### config.mk
export PLATFORM = sky130hd
export DESIGN_NAME = rtc_calendar_alarm_periodic_flat
export DESIGN_NICKNAME = d
export VERILOG_FILES = /design/src/hw/rtl/rtcc_pkg.sv /design/src/hw/rtl/rtcc_if.sv /design/src/hw/rtl/rtcc_ram.sv /design/src/hw/rtl/rtcc_exec.sv /design/src/hw/rtl/rtc_calendar_alarm_periodic.sv /design/src/flat_wrapper.sv
export SDC_FILE = /design/constraint.sdc
export NUM_CORES = 1
export LEC_CHECK = 0
export ABC_AREA = 1
export BUFFER_PORTS_ARGS = -buffer_cell sky130_fd_sc_hd__clkbuf_2
export CELL_PAD_IN_SITES_DETAIL_PLACEMENT = 0
export CELL_PAD_IN_SITES_GLOBAL_PLACEMENT = 2
export CORE_ASPECT_RATIO = 0.75
export CORE_MARGIN = 10
export CORE_UTILIZATION = 40
export DETAILED_ROUTE_END_ITERATION = 8
export GPL_TIMING_DRIVEN = 0
export PLACE_DENSITY = 0.81
export SKIP_LAST_GASP = 1
export SYNTH_ARGS = -nofsm -noshare
export SYNTH_HDL_FRONTEND = slang
export SYNTH_SLANG_ARGS = --single-unit
### constraint.sdc
create_clock -name clk -period 5.1 [get_ports clk]
set_input_delay 1.02 -clock clk [delete_from_list [all_inputs] [get_ports clk]]
set_output_delay 1.02 -clock clk [all_outputs]
set_load 0.005 [all_outputs]
### src/hw/rtl/rtcc_pkg.sv
// ----------------------------------------------------------------------------
// rtcc_pkg: shared types and constants for the real-time clock
// Register map, status bit masks, calendar tables and the request and result
// structures passed between the clock modules.
// ----------------------------------------------------------------------------
package rtcc_pkg;

  // Request actions.
  localparam logic [2:0] ACT_TICK    = 3'd0;
  localparam logic [2:0] ACT_RD_WORD = 3'd1;
  localparam logic [2:0] ACT_RD_BYTE = 3'd2;
  localparam logic [2:0] ACT_WR_WORD = 3'd3;
  localparam logic [2:0] ACT_WR_BYTE = 3'd4;

  // Registers held in flip-flops; everything above them is general RAM.
  localparam int CLK_REGS = 14;

  localparam logic [3:0] R_SEC     = 4'd0;
  localparam logic [3:0] R_SEC_AL  = 4'd1;
  localparam logic [3:0] R_MIN     = 4'd2;
  localparam logic [3:0] R_MIN_AL  = 4'd3;
  localparam logic [3:0] R_HOUR    = 4'd4;
  localparam logic [3:0] R_HOUR_AL = 4'd5;
  localparam logic [3:0] R_WDAY    = 4'd6;
  localparam logic [3:0] R_DAY     = 4'd7;
  localparam logic [3:0] R_MON     = 4'd8;
  localparam logic [3:0] R_YEAR    = 4'd9;
  localparam logic [3:0] R_A       = 4'd10;
  localparam logic [3:0] R_B       = 4'd11;
  localparam logic [3:0] R_C       = 4'd12;
  localparam logic [3:0] R_D       = 4'd13;

  localparam logic [7:0] B_SET     = 8'h80;
  localparam logic [7:0] B_PIE     = 8'h40;
  localparam logic [7:0] B_EVT     = 8'h08;
  localparam logic [7:0] B_BIN     = 8'h04;
  localparam logic [7:0] C_IRQF    = 8'h80;
  localparam logic [7:0] C_PF      = 8'h40;
  localparam logic [7:0] C_AF      = 8'h20;
  localparam logic [7:0] C_UF      = 8'h10;
  localparam logic [7:0] C_IRQ_SRC = 8'h70;
  localparam logic [7:0] D_VRT     = 8'h80;

  localparam logic [9:0] MS_PER_SEC = 10'd1000;
  localparam logic [9:0] PCOUNT_MAX = 10'd1023;

  localparam logic [9:0] RATE_MS [0:15] = '{
    10'd0, 10'd8, 10'd8, 10'd8, 10'd8, 10'd8, 10'd8, 10'd8,
    10'd8, 10'd8, 10'd16, 10'd31, 10'd63, 10'd125, 10'd250, 10'd500
  };

  localparam logic [7:0] MONTH_DAYS_BIN [0:11] = '{
    8'd31, 8'd28, 8'd31, 8'd30, 8'd31, 8'd30,
    8'd31, 8'd31, 8'd30, 8'd31, 8'd30, 8'd31
  };

  localparam logic [7:0] MONTH_DAYS_BCD [0:11] = '{
    8'h31, 8'h28, 8'h31, 8'h30, 8'h31, 8'h30,
    8'h31, 8'h31, 8'h30, 8'h31, 8'h30, 8'h31
  };

  typedef struct packed {
    logic [2:0]  action;
    logic [5:0]  idx;
    logic        high;
    logic [15:0] write_data;
    logic [2:0]  tick_ms;
  } item_t;

  typedef struct packed {
    logic [8:0] read_data;
    logic       timer_irq;
    logic       event_pulse;
  } result_t;

  typedef struct packed {
    logic       en;
    logic [5:0] idx;
    logic [7:0] data;
  } ram_wr_t;

  // Increment with an 8-bit wrap, then a decimal adjust of the low digit.
  function automatic logic [7:0] step_up(input logic [7:0] v, input logic bcd);
    logic [7:0] s;
    s = v + 8'd1;
    if (bcd && (s[3:0] > 4'd9)) begin
      s = s + 8'd6;
    end
    return s;
  endfunction

  // Length of the given month in the current number format.
  function automatic logic [7:0] days_of(input logic [7:0] mon, input logic bcd);
    logic [7:0] hi;
    logic [7:0] m;
    hi = {4'b0, mon[7:4]};
    m  = bcd ? ((hi << 3) + (hi << 1) + {4'b0, mon[3:0]}) : mon;
    if ((m < 8'd1) || (m > 8'd12)) begin
      return bcd ? 8'h31 : 8'd31;
    end
    return bcd ? MONTH_DAYS_BCD[4'(m - 8'd1)] : MONTH_DAYS_BIN[4'(m - 8'd1)];
  endfunction

endpackage

### src/hw/rtl/rtcc_if.sv
// ----------------------------------------------------------------------------
// rtcc_in_if, rtcc_out_if: request and result channels of the clock
// Valid/ready channels; a transfer happens on a clock edge with both high.
// ----------------------------------------------------------------------------
interface rtcc_in_if;
  logic        valid;
  logic        ready;
  logic [2:0]  action;
  logic [6:0]  offset;
  logic [15:0] write_data;
  logic [2:0]  tick_ms;

  modport source (output valid, action, offset, write_data, tick_ms, input ready);
  modport sink (input valid, action, offset, write_data, tick_ms, output ready);
endinterface

interface rtcc_out_if;
  logic       valid;
  logic       ready;
  logic [8:0] read_data;
  logic       timer_irq;
  logic       event_pulse;

  modport source (output valid, read_data, timer_irq, event_pulse, input ready);
  modport sink (input valid, read_data, timer_irq, event_pulse, output ready);
endinterface

### src/hw/rtl/rtcc_ram.sv
// ----------------------------------------------------------------------------
// rtcc_ram: generic single-write, single-read RAM
// One write port and one read port with registered read data.
// ----------------------------------------------------------------------------
module rtcc_ram #(
  parameter int WIDTH = 8,
  parameter int DEPTH = 50
) (
  input  logic                     clk,
  input  logic                     we,
  input  logic [$clog2(DEPTH)-1:0] waddr,
  input  logic [WIDTH-1:0]         wdata,
  input  logic                     re,
  input  logic [$clog2(DEPTH)-1:0] raddr,
  output logic [WIDTH-1:0]         rdata
);

  logic [WIDTH-1:0] mem_r [DEPTH];
  logic [WIDTH-1:0] rdata_r;

  always_ff @(posedge clk) begin
    if (we) begin
      mem_r[waddr] <= wdata;
    end
    if (re) begin
      rdata_r <= mem_r[raddr];
    end
  end

  assign rdata = rdata_r;

endmodule

### src/hw/rtl/rtcc_exec.sv
// ----------------------------------------------------------------------------
// rtcc_exec: clock registers and request execution
// Holds the time, alarm and control registers with the millisecond and
// periodic counters; carries out one tick or register access per fired cycle.
// ----------------------------------------------------------------------------
module rtcc_exec #(
  parameter int REGISTER_COUNT = 64
) (
  input  logic             clk,
  input  logic             rst_n,
  input  logic             fire,
  input  rtcc_pkg::item_t  item,
  input  logic [7:0]       ram_byte,
  output rtcc_pkg::result_t res,
  output rtcc_pkg::ram_wr_t ram_wr
);
  import rtcc_pkg::*;

  logic [7:0]  clk_r   [CLK_REGS];
  logic [7:0]  clk_nxt [CLK_REGS];
  logic [9:0]  ms_r, ms_nxt;
  logic [9:0]  pc_r, pc_nxt;

  logic        bcd;
  logic [7:0]  lim60, lim24, lim12, lim99;
  logic [10:0] ms_sum;
  logic        sec_tick;
  logic [7:0]  sec_inc, min_inc, hour_inc, wday_inc, day_inc, mon_inc, year_inc;
  logic        sec_wrap, min_wrap, hour_wrap, day_wrap, mon_wrap, year_wrap;
  logic [7:0]  sec_n, min_n, hour_n, wday_n, day_n, mon_n, year_n;
  logic        alarm_hit;
  logic [10:0] pc_sum;
  logic [9:0]  pc_sat;
  logic [9:0]  rate;
  logic [7:0]  c_val;
  logic        irq, evt;

  logic        in_rng, is_clk, is_read, is_write;
  logic [7:0]  cur;
  logic [7:0]  new_byte;

  // Calendar ripple for one elapsed second.
  always_comb begin
    bcd   = (clk_r[R_B] & B_BIN) == 8'd0;
    lim60 = bcd ? 8'h60 : 8'd60;
    lim24 = bcd ? 8'h24 : 8'd24;
    lim12 = bcd ? 8'h12 : 8'd12;
    lim99 = bcd ? 8'h99 : 8'd99;

    sec_inc  = step_up(clk_r[R_SEC], bcd);
    sec_wrap = sec_inc >= lim60;
    sec_n    = sec_wrap ? 8'd0 : sec_inc;

    min_inc  = step_up(clk_r[R_MIN], bcd);
    min_wrap = sec_wrap && (min_inc >= lim60);
    min_n    = sec_wrap ? (min_wrap ? 8'd0 : min_inc) : clk_r[R_MIN];

    hour_inc  = step_up(clk_r[R_HOUR], bcd);
    hour_wrap = min_wrap && (hour_inc >= lim24);
    hour_n    = min_wrap ? (hour_wrap ? 8'd0 : hour_inc) : clk_r[R_HOUR];

    wday_inc = step_up(clk_r[R_WDAY], bcd);
    wday_n   = hour_wrap ? ((wday_inc > 8'd7) ? 8'd1 : wday_inc) : clk_r[R_WDAY];

    day_inc  = step_up(clk_r[R_DAY], bcd);
    day_wrap = hour_wrap && (day_inc > days_of(clk_r[R_MON], bcd));
    day_n    = hour_wrap ? (day_wrap ? 8'd1 : day_inc) : clk_r[R_DAY];

    mon_inc  = step_up(clk_r[R_MON], bcd);
    mon_wrap = day_wrap && (mon_inc > lim12);
    mon_n    = day_wrap ? (mon_wrap ? 8'd1 : mon_inc) : clk_r[R_MON];

    year_inc  = step_up(clk_r[R_YEAR], bcd);
    year_wrap = mon_wrap && (year_inc > lim99);
    year_n    = mon_wrap ? (year_wrap ? 8'd0 : year_inc) : clk_r[R_YEAR];

    alarm_hit = (clk_r[R_SEC_AL] == sec_n) && (clk_r[R_MIN_AL] == min_n) &&
                (clk_r[R_HOUR_AL] == hour_n);
  end

  // Register access decode.
  always_comb begin
    in_rng   = {1'b0, item.idx} < 7'(REGISTER_COUNT);
    is_clk   = item.idx < 6'(CLK_REGS);
    is_read  = (item.action == ACT_RD_WORD) || (item.action == ACT_RD_BYTE) ||
               (item.action == ACT_WR_BYTE);
    is_write = (item.action == ACT_WR_WORD) || (item.action == ACT_WR_BYTE);
    if (!in_rng) begin
      cur = 8'd0;
    end else if (is_clk) begin
      cur = clk_r[item.idx[3:0]];
    end else begin
      cur = ram_byte;
    end
    if (item.action == ACT_WR_WORD) begin
      new_byte = item.write_data[8:1];
    end else if (item.high) begin
      new_byte = {item.write_data[0], cur[6:0]};
    end else begin
      new_byte = {cur[7], item.write_data[7:1]};
    end
  end

  always_comb begin
    clk_nxt = clk_r;
    ms_nxt  = ms_r;
    pc_nxt  = pc_r;
    res     = '0;
    ram_wr  = '0;
    ms_sum  = {1'b0, ms_r} + {8'd0, item.tick_ms};
    sec_tick = ms_sum >= {1'b0, MS_PER_SEC};
    pc_sum  = {1'b0, pc_r} + {8'd0, item.tick_ms};
    pc_sat  = (pc_sum > {1'b0, PCOUNT_MAX}) ? PCOUNT_MAX : pc_sum[9:0];
    rate    = RATE_MS[clk_r[R_A][3:0]];
    c_val   = clk_r[R_C];
    irq     = 1'b0;
    evt     = 1'b0;

    if (fire) begin
      if (item.action == ACT_TICK) begin
        ms_nxt = sec_tick ? 10'(ms_sum - {1'b0, MS_PER_SEC}) : ms_sum[9:0];
        if (sec_tick) begin
          if ((clk_r[R_B] & B_SET) != 8'd0) begin
            c_val = c_val & ~C_UF;
          end else begin
            clk_nxt[R_SEC]  = sec_n;
            clk_nxt[R_MIN]  = min_n;
            clk_nxt[R_HOUR] = hour_n;
            clk_nxt[R_WDAY] = wday_n;
            clk_nxt[R_DAY]  = day_n;
            clk_nxt[R_MON]  = mon_n;
            clk_nxt[R_YEAR] = year_n;
            c_val = alarm_hit ? (c_val | C_AF) : (c_val & ~C_AF);
            c_val = c_val | C_UF;
            if ((clk_r[R_B] & c_val & C_IRQ_SRC) != 8'd0) begin
              c_val = c_val | C_IRQF;
              irq   = 1'b1;
            end else begin
              c_val = c_val & ~C_IRQF;
            end
          end
        end
        pc_nxt = pc_sat;
        if ((rate != 10'd0) && (pc_sat >= rate)) begin
          pc_nxt = pc_sat - rate;
          evt    = (clk_r[R_B] & B_EVT) != 8'd0;
          c_val  = c_val | C_PF;
          if ((clk_r[R_B] & B_PIE) != 8'd0) begin
            c_val = c_val | C_IRQF;
            irq   = 1'b1;
          end
        end
        clk_nxt[R_C]    = c_val;
        res.timer_irq   = irq;
        res.event_pulse = evt;
      end else if (in_rng) begin
        if (is_read) begin
          if (item.idx == {2'b0, R_C}) begin
            clk_nxt[R_C] = 8'd0;
          end else if (item.idx == {2'b0, R_D}) begin
            clk_nxt[R_D] = D_VRT;
          end
        end
        if (item.action == ACT_RD_WORD) begin
          res.read_data = {cur, 1'b0};
        end else if (item.action == ACT_RD_BYTE) begin
          res.read_data = item.high ? {8'd0, cur[7]} : {1'b0, cur[6:0], 1'b0};
        end
        if (is_write && (item.idx != {2'b0, R_C}) && (item.idx != {2'b0, R_D})) begin
          if (is_clk) begin
            clk_nxt[item.idx[3:0]] = new_byte;
          end else begin
            ram_wr.en   = 1'b1;
            ram_wr.idx  = item.idx;
            ram_wr.data = new_byte;
          end
        end
      end
    end
  end

  always_ff @(posedge clk) begin
    if (!rst_n) begin
      clk_r <= '{default: 8'd0};
      ms_r  <= '0;
      pc_r  <= '0;
    end else begin
      clk_r <= clk_nxt;
      ms_r  <= ms_nxt;
      pc_r  <= pc_nxt;
    end
  end

endmodule

### src/hw/rtl/rtc_calendar_alarm_periodic.sv
// ----------------------------------------------------------------------------
// rtc_calendar_alarm_periodic: real-time clock with calendar, alarm and
// periodic interrupt
// Each request is a millisecond tick or a word or byte register access; every
// request returns one result. A request is taken on every cycle the output
// side keeps up. The edge that takes the request loads it into the stage
// register and launches the registered read of the general-purpose RAM;
// once the output register is free, the tick or access is executed against
// the clock registers into the output register. The RAM holds registers 14
// and up; a valid bit per entry makes unwritten entries read as zero right
// after reset, so no clearing pass is needed.
// ----------------------------------------------------------------------------
module rtc_calendar_alarm_periodic #(
  parameter int REGISTER_COUNT = 64
) (
  input  logic             clk,
  input  logic             rst_n,
  rtcc_in_if.sink          in_ch,
  rtcc_out_if.source       out_ch
);
  import rtcc_pkg::*;

  localparam int RAM_DEPTH = REGISTER_COUNT - CLK_REGS;
  localparam int RAM_AW    = $clog2(RAM_DEPTH);

  logic              accept;
  logic              s1_fire;
  logic              s1_valid_r, s1_valid_nxt;
  item_t             s1_item_r;
  logic              out_valid_r, out_valid_nxt;
  result_t           out_res_r;
  result_t           res;
  ram_wr_t           ram_wr;
  logic [5:0]        in_idx;
  logic [5:0]        rd_off, wr_off, s1_off;
  logic [RAM_AW-1:0] ram_q;
  logic [7:0]        ram_rdata;
  logic [RAM_DEPTH-1:0] valid_r;
  logic              fwd_r;
  logic [7:0]        fwd_data_r;
  logic              s1_in_ram;
  logic [7:0]        ram_byte;

  assign in_idx  = in_ch.offset[6:1];
  assign s1_fire = s1_valid_r && (!out_valid_r || out_ch.ready);
  assign in_ch.ready = !s1_valid_r || s1_fire;
  assign accept  = in_ch.valid && in_ch.ready;

  assign rd_off = in_idx - 6'(CLK_REGS);
  assign wr_off = ram_wr.idx - 6'(CLK_REGS);
  assign s1_off = s1_item_r.idx - 6'(CLK_REGS);
  assign ram_q  = s1_off[RAM_AW-1:0];

  rtcc_ram #(
    .WIDTH (8),
    .DEPTH (RAM_DEPTH)
  ) u_ram (
    .clk   (clk),
    .we    (ram_wr.en),
    .waddr (wr_off[RAM_AW-1:0]),
    .wdata (ram_wr.data),
    .re    (accept),
    .raddr (rd_off[RAM_AW-1:0]),
    .rdata (ram_rdata)
  );

  assign s1_in_ram = (s1_item_r.idx >= 6'(CLK_REGS)) &&
                     ({1'b0, s1_item_r.idx} < 7'(REGISTER_COUNT));

  always_comb begin
    ram_byte = 8'd0;
    if (s1_in_ram && valid_r[ram_q]) begin
      ram_byte = fwd_r ? fwd_data_r : ram_rdata;
    end
  end

  rtcc_exec #(
    .REGISTER_COUNT (REGISTER_COUNT)
  ) u_exec (
    .clk      (clk),
    .rst_n    (rst_n),
    .fire     (s1_fire),
    .item     (s1_item_r),
    .ram_byte (ram_byte),
    .res      (res),
    .ram_wr   (ram_wr)
  );

  always_comb begin
    s1_valid_nxt = s1_valid_r;
    if (accept) begin
      s1_valid_nxt = 1'b1;
    end else if (s1_fire) begin
      s1_valid_nxt = 1'b0;
    end
    out_valid_nxt = out_valid_r;
    if (s1_fire) begin
      out_valid_nxt = 1'b1;
    end else if (out_ch.ready) begin
      out_valid_nxt = 1'b0;
    end
  end

  always_ff @(posedge clk) begin
    if (!rst_n) begin
      s1_valid_r  <= 1'b0;
      out_valid_r <= 1'b0;
      valid_r     <= '0;
      fwd_r       <= 1'b0;
    end else begin
      s1_valid_r  <= s1_valid_nxt;
      out_valid_r <= out_valid_nxt;
      if (ram_wr.en) begin
        valid_r[wr_off[RAM_AW-1:0]] <= 1'b1;
      end
      if (accept) begin
        fwd_r <= ram_wr.en && (ram_wr.idx == in_idx);
      end
    end
  end

  // The RAM read issued with a new request misses a write made in the same
  // cycle, so that byte is kept aside and used in place of the read data.
  always_ff @(posedge clk) begin
    if (accept) begin
      s1_item_r.action     <= in_ch.action;
      s1_item_r.idx        <= in_idx;
      s1_item_r.high       <= in_ch.offset[0];
      s1_item_r.write_data <= in_ch.write_data;
      s1_item_r.tick_ms    <= in_ch.tick_ms;
      fwd_data_r           <= ram_wr.data;
    end
    if (s1_fire) begin
      out_res_r <= res;
    end
  end

  assign out_ch.valid       = out_valid_r;
  assign out_ch.read_data   = out_res_r.read_data;
  assign out_ch.timer_irq   = out_res_r.timer_irq;
  assign out_ch.event_pulse = out_res_r.event_pulse;

endmodule
### src/flat_wrapper.sv
// flat-port wrapper written by rule: the top's interface ports become plain ports
module rtc_calendar_alarm_periodic_flat import rtcc_pkg::*;
#(
  parameter int REGISTER_COUNT = 64
)
  (clk, rst_n, in_ch_valid, in_ch_action, in_ch_offset, in_ch_write_data, in_ch_tick_ms, in_ch_ready, out_ch_valid, out_ch_read_data, out_ch_timer_irq, out_ch_event_pulse, out_ch_ready);
  rtcc_in_if in_ch_i ();
  rtcc_out_if out_ch_i ();
  input  logic clk;
  input  logic rst_n;
  input wire logic [$bits(in_ch_i.valid)-1:0] in_ch_valid;
  input wire logic [$bits(in_ch_i.action)-1:0] in_ch_action;
  input wire logic [$bits(in_ch_i.offset)-1:0] in_ch_offset;
  input wire logic [$bits(in_ch_i.write_data)-1:0] in_ch_write_data;
  input wire logic [$bits(in_ch_i.tick_ms)-1:0] in_ch_tick_ms;
  output wire logic [$bits(in_ch_i.ready)-1:0] in_ch_ready;
  output wire logic [$bits(out_ch_i.valid)-1:0] out_ch_valid;
  output wire logic [$bits(out_ch_i.read_data)-1:0] out_ch_read_data;
  output wire logic [$bits(out_ch_i.timer_irq)-1:0] out_ch_timer_irq;
  output wire logic [$bits(out_ch_i.event_pulse)-1:0] out_ch_event_pulse;
  input wire logic [$bits(out_ch_i.ready)-1:0] out_ch_ready;
  assign in_ch_i.valid = in_ch_valid;
  assign in_ch_i.action = in_ch_action;
  assign in_ch_i.offset = in_ch_offset;
  assign in_ch_i.write_data = in_ch_write_data;
  assign in_ch_i.tick_ms = in_ch_tick_ms;
  assign in_ch_ready = in_ch_i.ready;
  assign out_ch_valid = out_ch_i.valid;
  assign out_ch_read_data = out_ch_i.read_data;
  assign out_ch_timer_irq = out_ch_i.timer_irq;
  assign out_ch_event_pulse = out_ch_i.event_pulse;
  assign out_ch_i.ready = out_ch_ready;
  rtc_calendar_alarm_periodic #(.REGISTER_COUNT(REGISTER_COUNT)) u_core (.clk(clk), .rst_n(rst_n), .in_ch(in_ch_i), .out_ch(out_ch_i));
endmodule
After elaboration in Yosys (flattened, before gate mapping)
Memory sizes are Yosys's and may differ from the RTL's. A register that Yosys moved wholly into a read port is not among the register bits.
Index checks and enable logic that the tools add are counted.
Operators by class
  reductions and logical operators: 49
  bitwise logic cells: 8
  equality and inequality tests: 19
  multiplexer cells: 99
  add/sub/neg operators: 24
  $lt $le $gt $ge: 28
Operators with widths (number)
  $mux 8: 57
  $mux 112: 2
  $bwmux 112: 1
  $mux 32: 3
  $mux 15: 4
  $add 8x1->8 const B: 7
  $add 8x3->8 const B: 7
  $mux 10: 5
  $or 50x50->50: 1
  $mux 16: 3
  $bmux 8 s4: 1
  $demux 8 s4: 1
  $gt 4x4->1 const B: 7
  $eq 8x8->1: 3
  $logic_and 1x1->1: 23
  $add 10x3->11: 2
  $mux 6: 3
  $reduce_and 6->1: 3
  $sub 6x4->6 const B: 3
  $ge 8x7->1: 2
  $gt 8x8->1: 2
  $ge 5x5->1 const B: 3
  $not 4->5: 3
  $lt 6x7->1 const B: 2
  45 further kinds: 79
Storage, ports and cells
  bits in writable memories: 400
  word-level logic and storage cells: 262
  memory bits (read-only): 416
  input bits: 33
  output and inout port bits: 13
  flip-flop bits (word level): 226
  memories: 4
Memory list
  u_core.u_ram.mem_r: depth 50, width 8, rd ports 1, clocked after memory_dff 1, write ports 1, RTL line rtcc_ram.sv:18  | logic [WIDTH-1:0] mem_r [DEPTH];
  (no name shown): depth 16, width 10, rd ports 1, clocked after memory_dff 0, write ports 0, RTL line rtcc_exec.sv:114  | rate = RATE_MS[clk_r[R_A][3:0]];
  (no name shown): depth 16, width 8, rd ports 1, clocked after memory_dff 0, write ports 0, RTL line rtcc_pkg.sv:101  | return bcd ? MONTH_DAYS_BCD[4'(m - 8'd1)] : MONTH_DAYS_BIN[4'(m - 8'd1)];
  (no name shown): depth 16, width 8, rd ports 1, clocked after memory_dff 0, write ports 0, RTL line rtcc_pkg.sv:101

Logic depth before layout (Yosys ltp)
Gate-level depths: netlist (run 1).
  depth in word-level cells: 20
  depth in mapped cells: 31
  depth with buffers taken out: 31

Hierarchy
From an unflattened synthesis (run 1), not the netlist that was laid out.
Second synthesis, totals
  cell total of the unflattened synthesis: 3690
  area total of the unflattened synthesis: 32454.9 sq um
Modules (own cells, without submodules)
  rtcc_ram: instances 1, cells each 1420, area an instance 16751.1 sq um, sequential area each 12251.8 sq um
  rtcc_exec: instances 1, cells each 1815, area an instance 11384.7 sq um, sequential area each 2642.5 sq um
  rtc_calendar_alarm_periodic: instances 1, cells each 455, area an instance 4319.1 sq um, sequential area each 2502.4 sq um

Least setup slack after synthesis (run 1)
OpenSTA, ideal clock, no wires.
  kind: reg-to-reg
  start point: reg u_core.u_exec.clk_r[43] (netlist name)
  end point: reg u_core.u_exec.clk_r[46] (netlist name)
  path buffers: 1
  required time: 4.985 ns
  period minus slack after synthesis: 4.065 ns
  setup time: 0.115 ns
  stages on the path, launching flop included: 21
  arrival: 3.951 ns
  setup slack: 1.035 ns
  cells stage by stage: dfxtp_1 > fa_1 > inv_1 > fa_1 > o21ai_0 > inv_1 > o311ai_0 > nand2_1 > ha_1 > inv_1 > o21bai_1 > a21oi_1 > nor2_1 > o32ai_1 > a31o_4 > nor2_1 > nor2_1 > nor3_4 > buf_4 > o21ai_1 > nor2_1
On the way
  word-level cells in the longest chain between the ends: 17
  elaborated cells on any way between the ends: 32
  classes of those cells: add/sub (4); order compare (5); eq/ne (1); mux (14); bitwise (1); reduce/logical (5); memory (2)
RTL lines
  from (decl): RTL line rtcc_exec.sv:19  | logic [7:0] clk_r [CLK_REGS];
  from (signal assigned): RTL line rtcc_exec.sv:188  | clk_r <= clk_nxt;
  $add 8x4->8: RTL line rtcc_pkg.sv:97  | m = bcd ? ((hi << 3) + (hi << 1) + {4'b0, mon[3:0]}) : mon;
  $mux 8: RTL line rtcc_pkg.sv:97
  $sub 4x1->4: RTL line rtcc_pkg.sv:101
  $not 4->5 (implied by the code): RTL line rtcc_pkg.sv:101
  $mem_v2 16x8
  $mux 8 (implied by the code) (2 in a row): RTL line rtcc_pkg.sv:101
  $mux 8 (2 in a row): RTL line rtcc_pkg.sv:101
  $gt 8x8->1: RTL line rtcc_exec.sv:66  | day_wrap = hour_wrap && (day_inc > days_of(clk_r[R_MON], bcd));
  $logic_and 1x1->1: RTL line rtcc_exec.sv:66
  $logic_and 1x1->1: RTL line rtcc_exec.sv:70  | mon_wrap = day_wrap && (mon_inc > lim12);
  $mux 8 (2 in a row): RTL line rtcc_exec.sv:71  | mon_n = day_wrap ? (mon_wrap ? 8'd1 : mon_inc) : clk_r[R_MON];
  $mux 32: RTL line rtcc_exec.sv:123  | if ((clk_r[R_B] & B_SET) != 8'd0) begin
  $mux 32: RTL line rtcc_exec.sv:122  | if (sec_tick) begin
  $mux 32: RTL line rtcc_exec.sv:120  | if (item.action == ACT_TICK) begin
Several ways; a longest one is shown, not always the timed one. The select of a mux whose other input is x is not followed.
A chain may end at the register's enable or synchronous reset.

Final worst setup path (run 1)
  start point: reg u_core.s1_item_r[20] (netlist name)
  end point: reg u_core.u_exec.clk_r[108] (netlist name)
On the way
  word-level cells in the longest chain between the ends: 12
  elaborated cells on any way between the ends: 30
  classes of those cells: add/sub (1); order compare (4); eq/ne (2); mux (15); bitwise (1); reduce/logical (7)
RTL lines
  from (decl): RTL line rtc_calendar_alarm_periodic.sv:29  | item_t s1_item_r;
  $sub 6x4->6: RTL line rtc_calendar_alarm_periodic.sv:51  | assign s1_off = s1_item_r.idx - 6'(CLK_REGS);
  $bmux 1 s6: RTL line rtc_calendar_alarm_periodic.sv:72  | if (s1_in_ram && valid_r[ram_q]) begin
  $mux 1 (implied by the code): RTL line rtc_calendar_alarm_periodic.sv:72
  $logic_and 1x1->1: RTL line rtc_calendar_alarm_periodic.sv:72
  $mux 8: RTL line rtc_calendar_alarm_periodic.sv:72
  $mux 8: RTL line rtcc_exec.sv:90  | end else if (is_clk) begin
  $mux 8: RTL line rtcc_exec.sv:97  | end else if (item.high) begin
  $mux 8: RTL line rtcc_exec.sv:95  | if (item.action == ACT_WR_WORD) begin
  $bwmux 112: RTL line rtcc_exec.sv:171  | clk_nxt[item.idx[3:0]] = new_byte;
  $mux 112: RTL line rtcc_exec.sv:170  | if (is_clk) begin
  $mux 112: RTL line rtcc_exec.sv:169  | if (is_write && (item.idx != {2'b0, R_C}) && (item.idx != {2'b0, R_D})) begin
  $mux 8: RTL line rtcc_exec.sv:120
Several ways; a longest one is shown, not always the timed one. The select of a mux whose other input is x is not followed.

==> results of run 1 <==
-- timing repair --
action | CTS | global route
buffers inserted | 3 | 7
resized for setup | 7 | 14
pin swaps | 1 | 2
cloned | 0 | 1
endpoints found under the hold margin | 0 | 0
endpoints found under the setup margin | 167 | 165
-- per-stage QoR --
stage | hold slack, ns | std cells | instance area (sq um) | setup TNS, ns
2_1_floorplan | 0.4149 | 3348 | 31050 | 0
3_3_place_gp | 0.4263 | 4421 | 32540 | -993.92
3_5_place_dp | 0.4334 | 4430 | 32780 | -38.92
4_1_cts | 0.4426 | 4555 | 35000 | 0
5_1_grt | 0.4657 | 4563 | 35090 | -0.04543
6_report | 0.4415 | 4563 | 35090 | -1.083
-- final cells by class --
cell class	count	area share [%]
multi-input cells	2247	34.63
inverters	311	3.362
flip-flops and latches	634	48.98
clock buffers	85	5.238
plain buffers	157	1.822
well taps	1035	3.690
repair buffers	57	1.305
clock inverters	37	0.9663
-- path summary, 6_finish.rpt --
path	slack [ns]	end	depth (start not counted)
min reg2reg	0.44	u_core.u_exec.clk_r[5]$_SDFFE_PN0P_	2
min	0.44	u_core.u_exec.clk_r[5]$_SDFFE_PN0P_	2
max reg2reg	-0.05	u_core.u_exec.clk_r[108]$_SDFFE_PN0P_	17
max	-0.05	u_core.u_exec.clk_r[108]$_SDFFE_PN0P_	17
-- placed cells by master, fill, tap and decap left out, drive strengths merged, types with 36 or more instances in the layout --
cell    count
a21oi     150
buf        47
clkbuf    252
dfxtp     185
edfxtp    449
ha         71
inv       309
nand2     465
nand3     188
nand4      44
nor2      497
nor3       36
o211ai     47
o21ai     390
o221ai     65
o22ai      88
xor2       53
-- layer usage --
layer / vias up / track usage (%) / share of wire (%)
li1: 12057 / - / -
met1: 12816 / 37.64 / 47
met2: 1399 / 33.36 / 39
met3: 151 / 9.262 / 13
met4: 4 / 5.201 / 1.8
met5: - / 0 / 0.024
-- registers in the layout, summed over array words and instances, names as in the netlist --
register                   cells
u_core.u_ram.rdata             8
u_core.u_ram.mem_r           400
u_core.u_exec.clk_r          112
u_core.s1_valid_r              1
u_core.out_ch.read_data        9
u_core.fwd_r                   1
u_core.u_exec.ms_r            10
u_core.s1_item_r              22
u_core.u_exec.pc_r            10
u_core.out_ch.timer_irq        1
u_core.valid_r                50
u_core.fwd_data_r              8
u_core.out_ch.event_pulse      1
u_core.out_ch.valid            1
-- where the power goes --
| group | internal [mW] | leakage (nW) | switching, mW |
|---|---|---|---|
| clock network | 2.82 | 1.06 | 2.15 |
| logic | 0.235 | 6.06 | 0.781 |
| registers | 5.51 | 5.71 | 0.0354 |
-- kinds of logic after synthesis --
group,synth area share [%]
mux,0.03224
compound gates,16.20
fa+ha+maj,3.183
buf+inv,5.803
xor+xnor,1.777
simple gates,17.65
flops,55.35
-- worst max-delay path, stage by stage (launching register included) --
cell      delay, ns
edfxtp_1       0.52
nand2_1        0.39
clkinv_1       0.55
clkbuf_2       0.49
nand2_1        0.13
nand4_1        0.23
a21oi_1        0.18
o21ai_0        0.10
o221ai_1       0.18
nand2_1        0.32
nand3_1        0.30
nand3_1        0.11
nand2_1        0.64
inv_1          0.40
nand2_1        0.17
o311ai_0       0.14
nand2_1        0.10
inv_1          0.05
==> results by group, run 1 <==
Synthesis
  – Synthesized net count: 3457
  – Synth top cells by count: nor2_1, nand2_1, edfxtp_1
  – Ys flop type: edfxtp_1
  – Syn avg cell area: between 9 and 10 sq um
  – Largest cells by area after synthesis: edfxtp_1, dfxtp_1, o21ai_0, nor2_1, nand2_1
  – Synthesized flop and latch total: between 600 and 700
  – Synthesized cell area: 31050 sq um
  – Yosys top cell area share: between 40% and 50%
  – Sequential-to-total area share from yosys stat: between 50% and 60%
  – Count of cell types in the netlist: between 60 and 70
  – Cells after synthesis: approximately 3300
  – Post-synth top area cell: edfxtp_1
  – Synth warn: 0
  – Count leader, synth: nor2_1
  – Post-synth ARST share: 0%
  – EDFF count, synth: 449

STA
  – Max-slew headroom: 13.86%
  – Worst Skew: approximately 0.026 ns
  – Post-route minimum period: roughly 5 ns
  – Finish-stage setup viols: 43
  – Final worst path period share: 101.0%
  – Final hold vios: 0
  – Slew @ Worst Pin: 1.287 ns
  – Final Slew Violations: 0
  – PnR worst setup slack: -0.05159 ns
  – Unrepaired setup endpoints after global routing: true
  – Max Fclk: roughly 190 MHz

Drt
  – Routed wire per std cell: roughly 25 microns
  – Routed vias: around 26000
  – Via-per-instance ratio: between 5 and 6
  – Final wirelength: 114700 microns
  – Initial DRT Pass Iterations: 6
  – ANT nets after route: 0
  – Remaining DRCs: 0
  – DRT iter0 DRCs: 3286

Worst setup path
  – WP data arrival: 5.68 ns
  – Worst-path fanout max: 10
  – Critical path capture point type: flop
  – Critical path startpoint: u_core.s1_item_r[20]$_DFFE_PP_
  – Required time of the critical path: 5.62 ns
  – RR Startpoint: u_core.s1_item_r[20]$_DFFE_PP_
  – Crit path launch type: flop
  – Critical setup path kind: flop to flop

Floorplan
  – Die height: ~260 microns
  – Initial Utilization: around two fifths
  – Die ar.: between 80000 and 90000 sq um
  – Die X: 341.7 microns
  – Core Footprint: roughly 77000 sq um
  – IO Pins: 46
  – Num rows: 88

Clock tree
  – CTS tree: built
  – Clock H-tree levels: 3
  – Cts bufs inserted: 68
  – Worst-path clk slew: 0.06 ns
  – TritonCTS Sinks: between 600 and 700
  – Hold Buf Count CTS: 0
  – Max clock buf depth: 3
  – Clk_lat worst skew: 0.64 ns
  – Root Driver: clkbuf_16

Global route
  – GRT Total Usage: 24.98%
  – GRT overflow: 0
  – Initial antenna violation count: 4
  – First-pass GRT wire length: between 150000 and 200000 microns
  – Largest net degree at the start of global routing: 51
  – Vias in the first global route: 24502

Place
  – Placer's final routability congestion estimate: a little over 0.9
  – DP Worst Slack: -0.5003 ns
  – PortBufs: 38
  – DP Wirelength: 84770 microns

Layout
  – Util after Layout: 45.59%
  – Final Net Count: 3585
  – Sequential cell area: around 17000 sq um
  – Area of the multi-input gates: between 10000 and 15000 sq um
  – Total inserted antenna cells: 0
  – Syn-to-layout area delta: 13.01%
  – Ratio of cells with drive above 1 in the final layout: ~8%
  – Fill count: between 7000 and 8000

Hold path
  – HP Class: flop to flop
  – HP Start: u_core.u_exec.clk_r[5]$_SDFFE_PN0P_

Run status
  – Violated checks: setup timing
  – Status: complete, but fails checks

Power and ir drop
  – LEAKAGE: around 13 nW
  – Final Power: about 12 mW
  – PD cells: around 330 nW/um^2
  – Worst VDD drop: 0.2369 mV

Run
  – Number of max-cap violations: 0
No activity file was read; power rests on OpenSTA's default activity.
==> inputs of run 2 (changes only) <==
--- a/config.mk
+++ b/config.mk
@@ -11,10 +11,10 @@
 export CELL_PAD_IN_SITES_GLOBAL_PLACEMENT = 2
 export CORE_ASPECT_RATIO = 0.75
 export CORE_MARGIN = 10
-export CORE_UTILIZATION = 40
+export CORE_UTILIZATION = 37
 export DETAILED_ROUTE_END_ITERATION = 8
 export GPL_TIMING_DRIVEN = 0
-export PLACE_DENSITY = 0.81
+export PLACE_DENSITY = 0.79
 export SKIP_LAST_GASP = 1
 export SYNTH_ARGS = -nofsm -noshare
 export SYNTH_HDL_FRONTEND = slang
==> constraint.sdc (replaced) <==
create_clock -name clk -period 4.7 [get_ports clk]
set_input_delay 0.94 -clock clk [delete_from_list [all_inputs] [get_ports clk]]
set_output_delay 0.94 -clock clk [all_outputs]
set_load 0.005 [all_outputs]
==> results by group, run 2 (synthesis gave the netlist of run 1 again) <==
Layout
  – Max reg flops: 400 (unchanged)
  – Util after Layout: 42.90% (-2.7 points)
  – Top reg by flops: u_core.u_ram.mem_r
  – Most common cell after layout, fill and taps aside: edfxtp_1
  – Syn-to-layout area delta: 14.20%
  – Biggest regs: u_core.u_ram.mem_r x400, u_core.u_exec.clk_r x112, u_core.valid_r x50
  – Most frequent cells in the layout: edfxtp_1, nand2_1, nor2_1
  – Final non-filler cell total: 4654 (+2.0%)
  – Final Net Count: 3590 (+0.14%)
  – Ratio of cells with drive above 1 in the final layout: 9.924% (+2.0 points)
  – Post-Layout Inst Area: 35460 sq um (+1.1%)

Worst setup path
  – CP max stage delay: 0.93 ns (+0.29 ns)
  – Total stage count of the critical path: 14 (-3)
  – Slowest-stage cell, CP: nor2_1
  – Worst flop-to-flop path endpoint: u_core.u_ram.mem_r[28][1]$_DFFE_PP_
  – CP Cell Sequence: nor2_1 -> nand2_1 -> inv_1 -> nor2_1 -> inv_1 -> nor3_2 -> inv_1 -> nor2_1 -> inv_1 -> o22ai_1 -> nand2_1 -> nor2_1 -> inv_2 -> nor2_1
  – Worst-path fanout max: 10 (unchanged)
  – Reg2reg path depth: 14 (-3)
  – Delay-heaviest family, CP: simple AND/OR/NAND/NOR gates
  – Crit-path most repeated cell: nor2_1
  – Crit path launch type: flop
  – Required time of the critical path: 4.93 ns (-0.69 ns)
  – Register-to-Register Setup Slack: -0.09 ns (-0.04 ns)
  – Critical path capture point type: flop
  – RR Startpoint: u_core.s1_item_r[27]$_DFFE_PP_
  – Critical setup path kind: flop to flop
  – Critical path startpoint: u_core.s1_item_r[27]$_DFFE_PP_
  – WP buf/inv: 5 (+1)
  – Crit path to: u_core.u_ram.mem_r[28][1]$_DFFE_PP_
  – WP data arrival: 5.02 ns (-0.66 ns)

STA
  – Slew @ Worst Pin: 1.289 ns (+0.001378 ns)
  – Final hold vios: 0 (unchanged)
  – Final worst path period share: 102.0% (+0.97 points)
  – Final Slew Violations: 0 (unchanged)
  – PnR worst setup slack: -0.09332 ns (-0.04173 ns)
  – Max Fclk: 208.6 MHz (+7.5%)
  – Unrepaired setup endpoints after global routing: true
  – Max-slew headroom: 14.08% (+0.23 points)
  – Post-route minimum period: 4.793 ns (-0.3583 ns)
  – Worst Skew: 0.04097 ns (+0.01462 ns)
  – Finish-stage setup viols: 38 (-12%)

Run
  – Number of max-cap violations: 0 (unchanged)

Clock tree
  – Root Driver: clkbuf_16
  – Worst-path clk slew: 0.06 ns (about the same)
  – CTS tree: built
  – Clock H-tree levels: 3 (unchanged)
  – Max clock buf depth: 3 (unchanged)
  – Cts bufs inserted: 69 (+1.5%)
  – Clk_lat worst skew: 0.64 ns (about the same)
  – TritonCTS Sinks: 634 (unchanged)

Power and ir drop
  – Final Power: 12.51 mW (+8.4%)
  – Seq pwr share: 48.1% (about the same)
  – Clock power frac: 42.9% (-0.2 points)
  – PD cells: 352.9 nW/um^2 (+7.3%)
  – Switch Pwr: 3.223 mW (+8.5%)
  – P_int: 9.290 mW (+8.4%)
  – LEAKAGE: 12.89 nW (+0.51%)
  – Switching part of the total: 25.76% (about the same)
  – Worst VDD drop: 0.2172 mV (-8.3%)
  – Combinational power share: 9.0% (+0.2 points)

Run status
  – Status: complete, but fails checks
  – Violated checks: setup timing

Drt
  – Routed vias: 26618 (+0.72%)
  – Final wirelength: 116200 microns (+1.3%)
  – Met3 WL: 12520 microns (-15%)
  – Remaining DRCs: 0 (unchanged)
  – Top routing layer used: met5
  – Routed wire per std cell: 24.98 microns (-0.64%)
  – Metal-1 WL: 56250 microns (+5.1%)
  – Via-per-instance ratio: 5.719 (-1.2%)
  – ANT nets after route: 0 (unchanged)
  – DRT iter0 DRCs: 3340 (+1.6%)
  – Met2 wire length: 45390 microns (+2.2%)
  – Initial DRT Pass Iterations: 5 (-1)

Global route
  – First-pass GRT wire length: 167900 microns (+1.6%)
  – Initial antenna violation count: 2 (-2)
  – GRT Total Usage: 23.37% (-1.6 points)
  – Largest net degree at the start of global routing: 51 (unchanged)
  – Vias in the first global route: 24538 (+0.15%)
  – GRT overflow: 0 (unchanged)

Floorplan
  – Die ar.: 96030 sq um (+7.5%)
  – Die height: 270.9 microns (+3.7%)
  – Core Footprint: 82660 sq um (+7.4%)
  – Die X: 354.5 microns (+3.7%)
  – IO Pins: 46 (unchanged)
  – Num rows: 91 (+3.4%)
  – Initial Utilization: 37.56% (-2.8 points)

Place
  – Placed cell count: 4511 (+1.8%)
  – DP Wirelength: 85450 microns (+0.79%)
  – Placer's final routability congestion estimate: 0.8999 (-0.91%)
  – PortBufs: 38 (unchanged)
  – Placed Area: 32880 sq um (+0.31%)

Hold path
  – HP Class: flop to flop
## run 2: stage by stage
| stage | worst slack, ns | TNS (ns) | hold slack (ns) |
|---|---|---|---|
| CTS | 0.0002509 | 0 | 0.4366 |
| finish | -0.09332 | -1.416 | 0.4398 |
| floorplan | 0.6348 | 0 | 0.4149 |
| global route | -0.2600 | -13.67 | 0.4522 |
| detailed placement | -0.8223 | -147.16 | 0.4274 |
| global placement | -3.460 | -1171.19 | 0.4219 |
## run 2: power by group through the flow
stage / combinational (mW) / clock [mW] / sequential (mW)
after global placement: 1.03 / 0 / 6.14
after floorplan: 0.570 / 0 / 6.12
after CTS: 1.07 / 5.45 / 6.02
after global routing: 1.19 / 5.65 / 6.02
after detailed placement: 1.06 / 0 / 6.14
final: 1.13 / 5.37 / 6.02
## run 2: worst min-delay path by stage
stage	startpoint	to	cells past startpoint
final	u_core.u_exec.clk_r[1]$_SDFFE_PN0P_	u_core.u_exec.clk_r[1]$_SDFFE_PN0P_	2
after global routing	u_core.u_exec.clk_r[3]$_SDFFE_PN0P_	u_core.u_exec.clk_r[3]$_SDFFE_PN0P_	2
after CTS	u_core.u_exec.clk_r[1]$_SDFFE_PN0P_	u_core.u_exec.clk_r[1]$_SDFFE_PN0P_	2
after detailed placement	u_core.u_exec.clk_r[1]$_SDFFE_PN0P_	u_core.u_exec.clk_r[1]$_SDFFE_PN0P_	2
after global placement	u_core.u_exec.clk_r[1]$_SDFFE_PN0P_	u_core.u_exec.clk_r[1]$_SDFFE_PN0P_	2
after floorplan	u_core.u_exec.clk_r[1]$_SDFFE_PN0P_	u_core.u_exec.clk_r[1]$_SDFFE_PN0P_	2
## run 2: what timing repair did
item,4_1_cts,5_1_grt
hold buffers,0,0
cloned,1,0
buffers inserted,4,10
setup endpoints to repair,407,593
gates resized for setup,22,81
pin swaps,3,8
## run 2: cell type report
type,instances,area [sq um]
Timing Repair Buffer,61,488.0
Buffer,157,654.4
Sequential cell,634,17200
Antenna cell,1,2.502
Fill cell,8108,47200
Multi-Input combinational cell,2247,12330
Clock buffer,86,1864
Tap cell,1116,1396
Inverter,311,1185
Clock inverter,41,332.8
## run 2: worst reg2reg max path, delay by kind of cell, from the launching register on
| family | cells | cell delay, ns |
|---|---|---|
| buf+inv | 5 | 0.84 |
| flops | 1 | 0.41 |
| simple gates | 8 | 2.91 |
| compound gates | 1 | 0.26 |
## run 2: per-layer routing
layer | GRT usage, % | up-vias
met5 | 0 | -
met4 | 5.019 | 2
met3 | 5.562 | 148
met2 | 31.42 | 1321
met1 | 36.82 | 13051
li1 | - | 12096
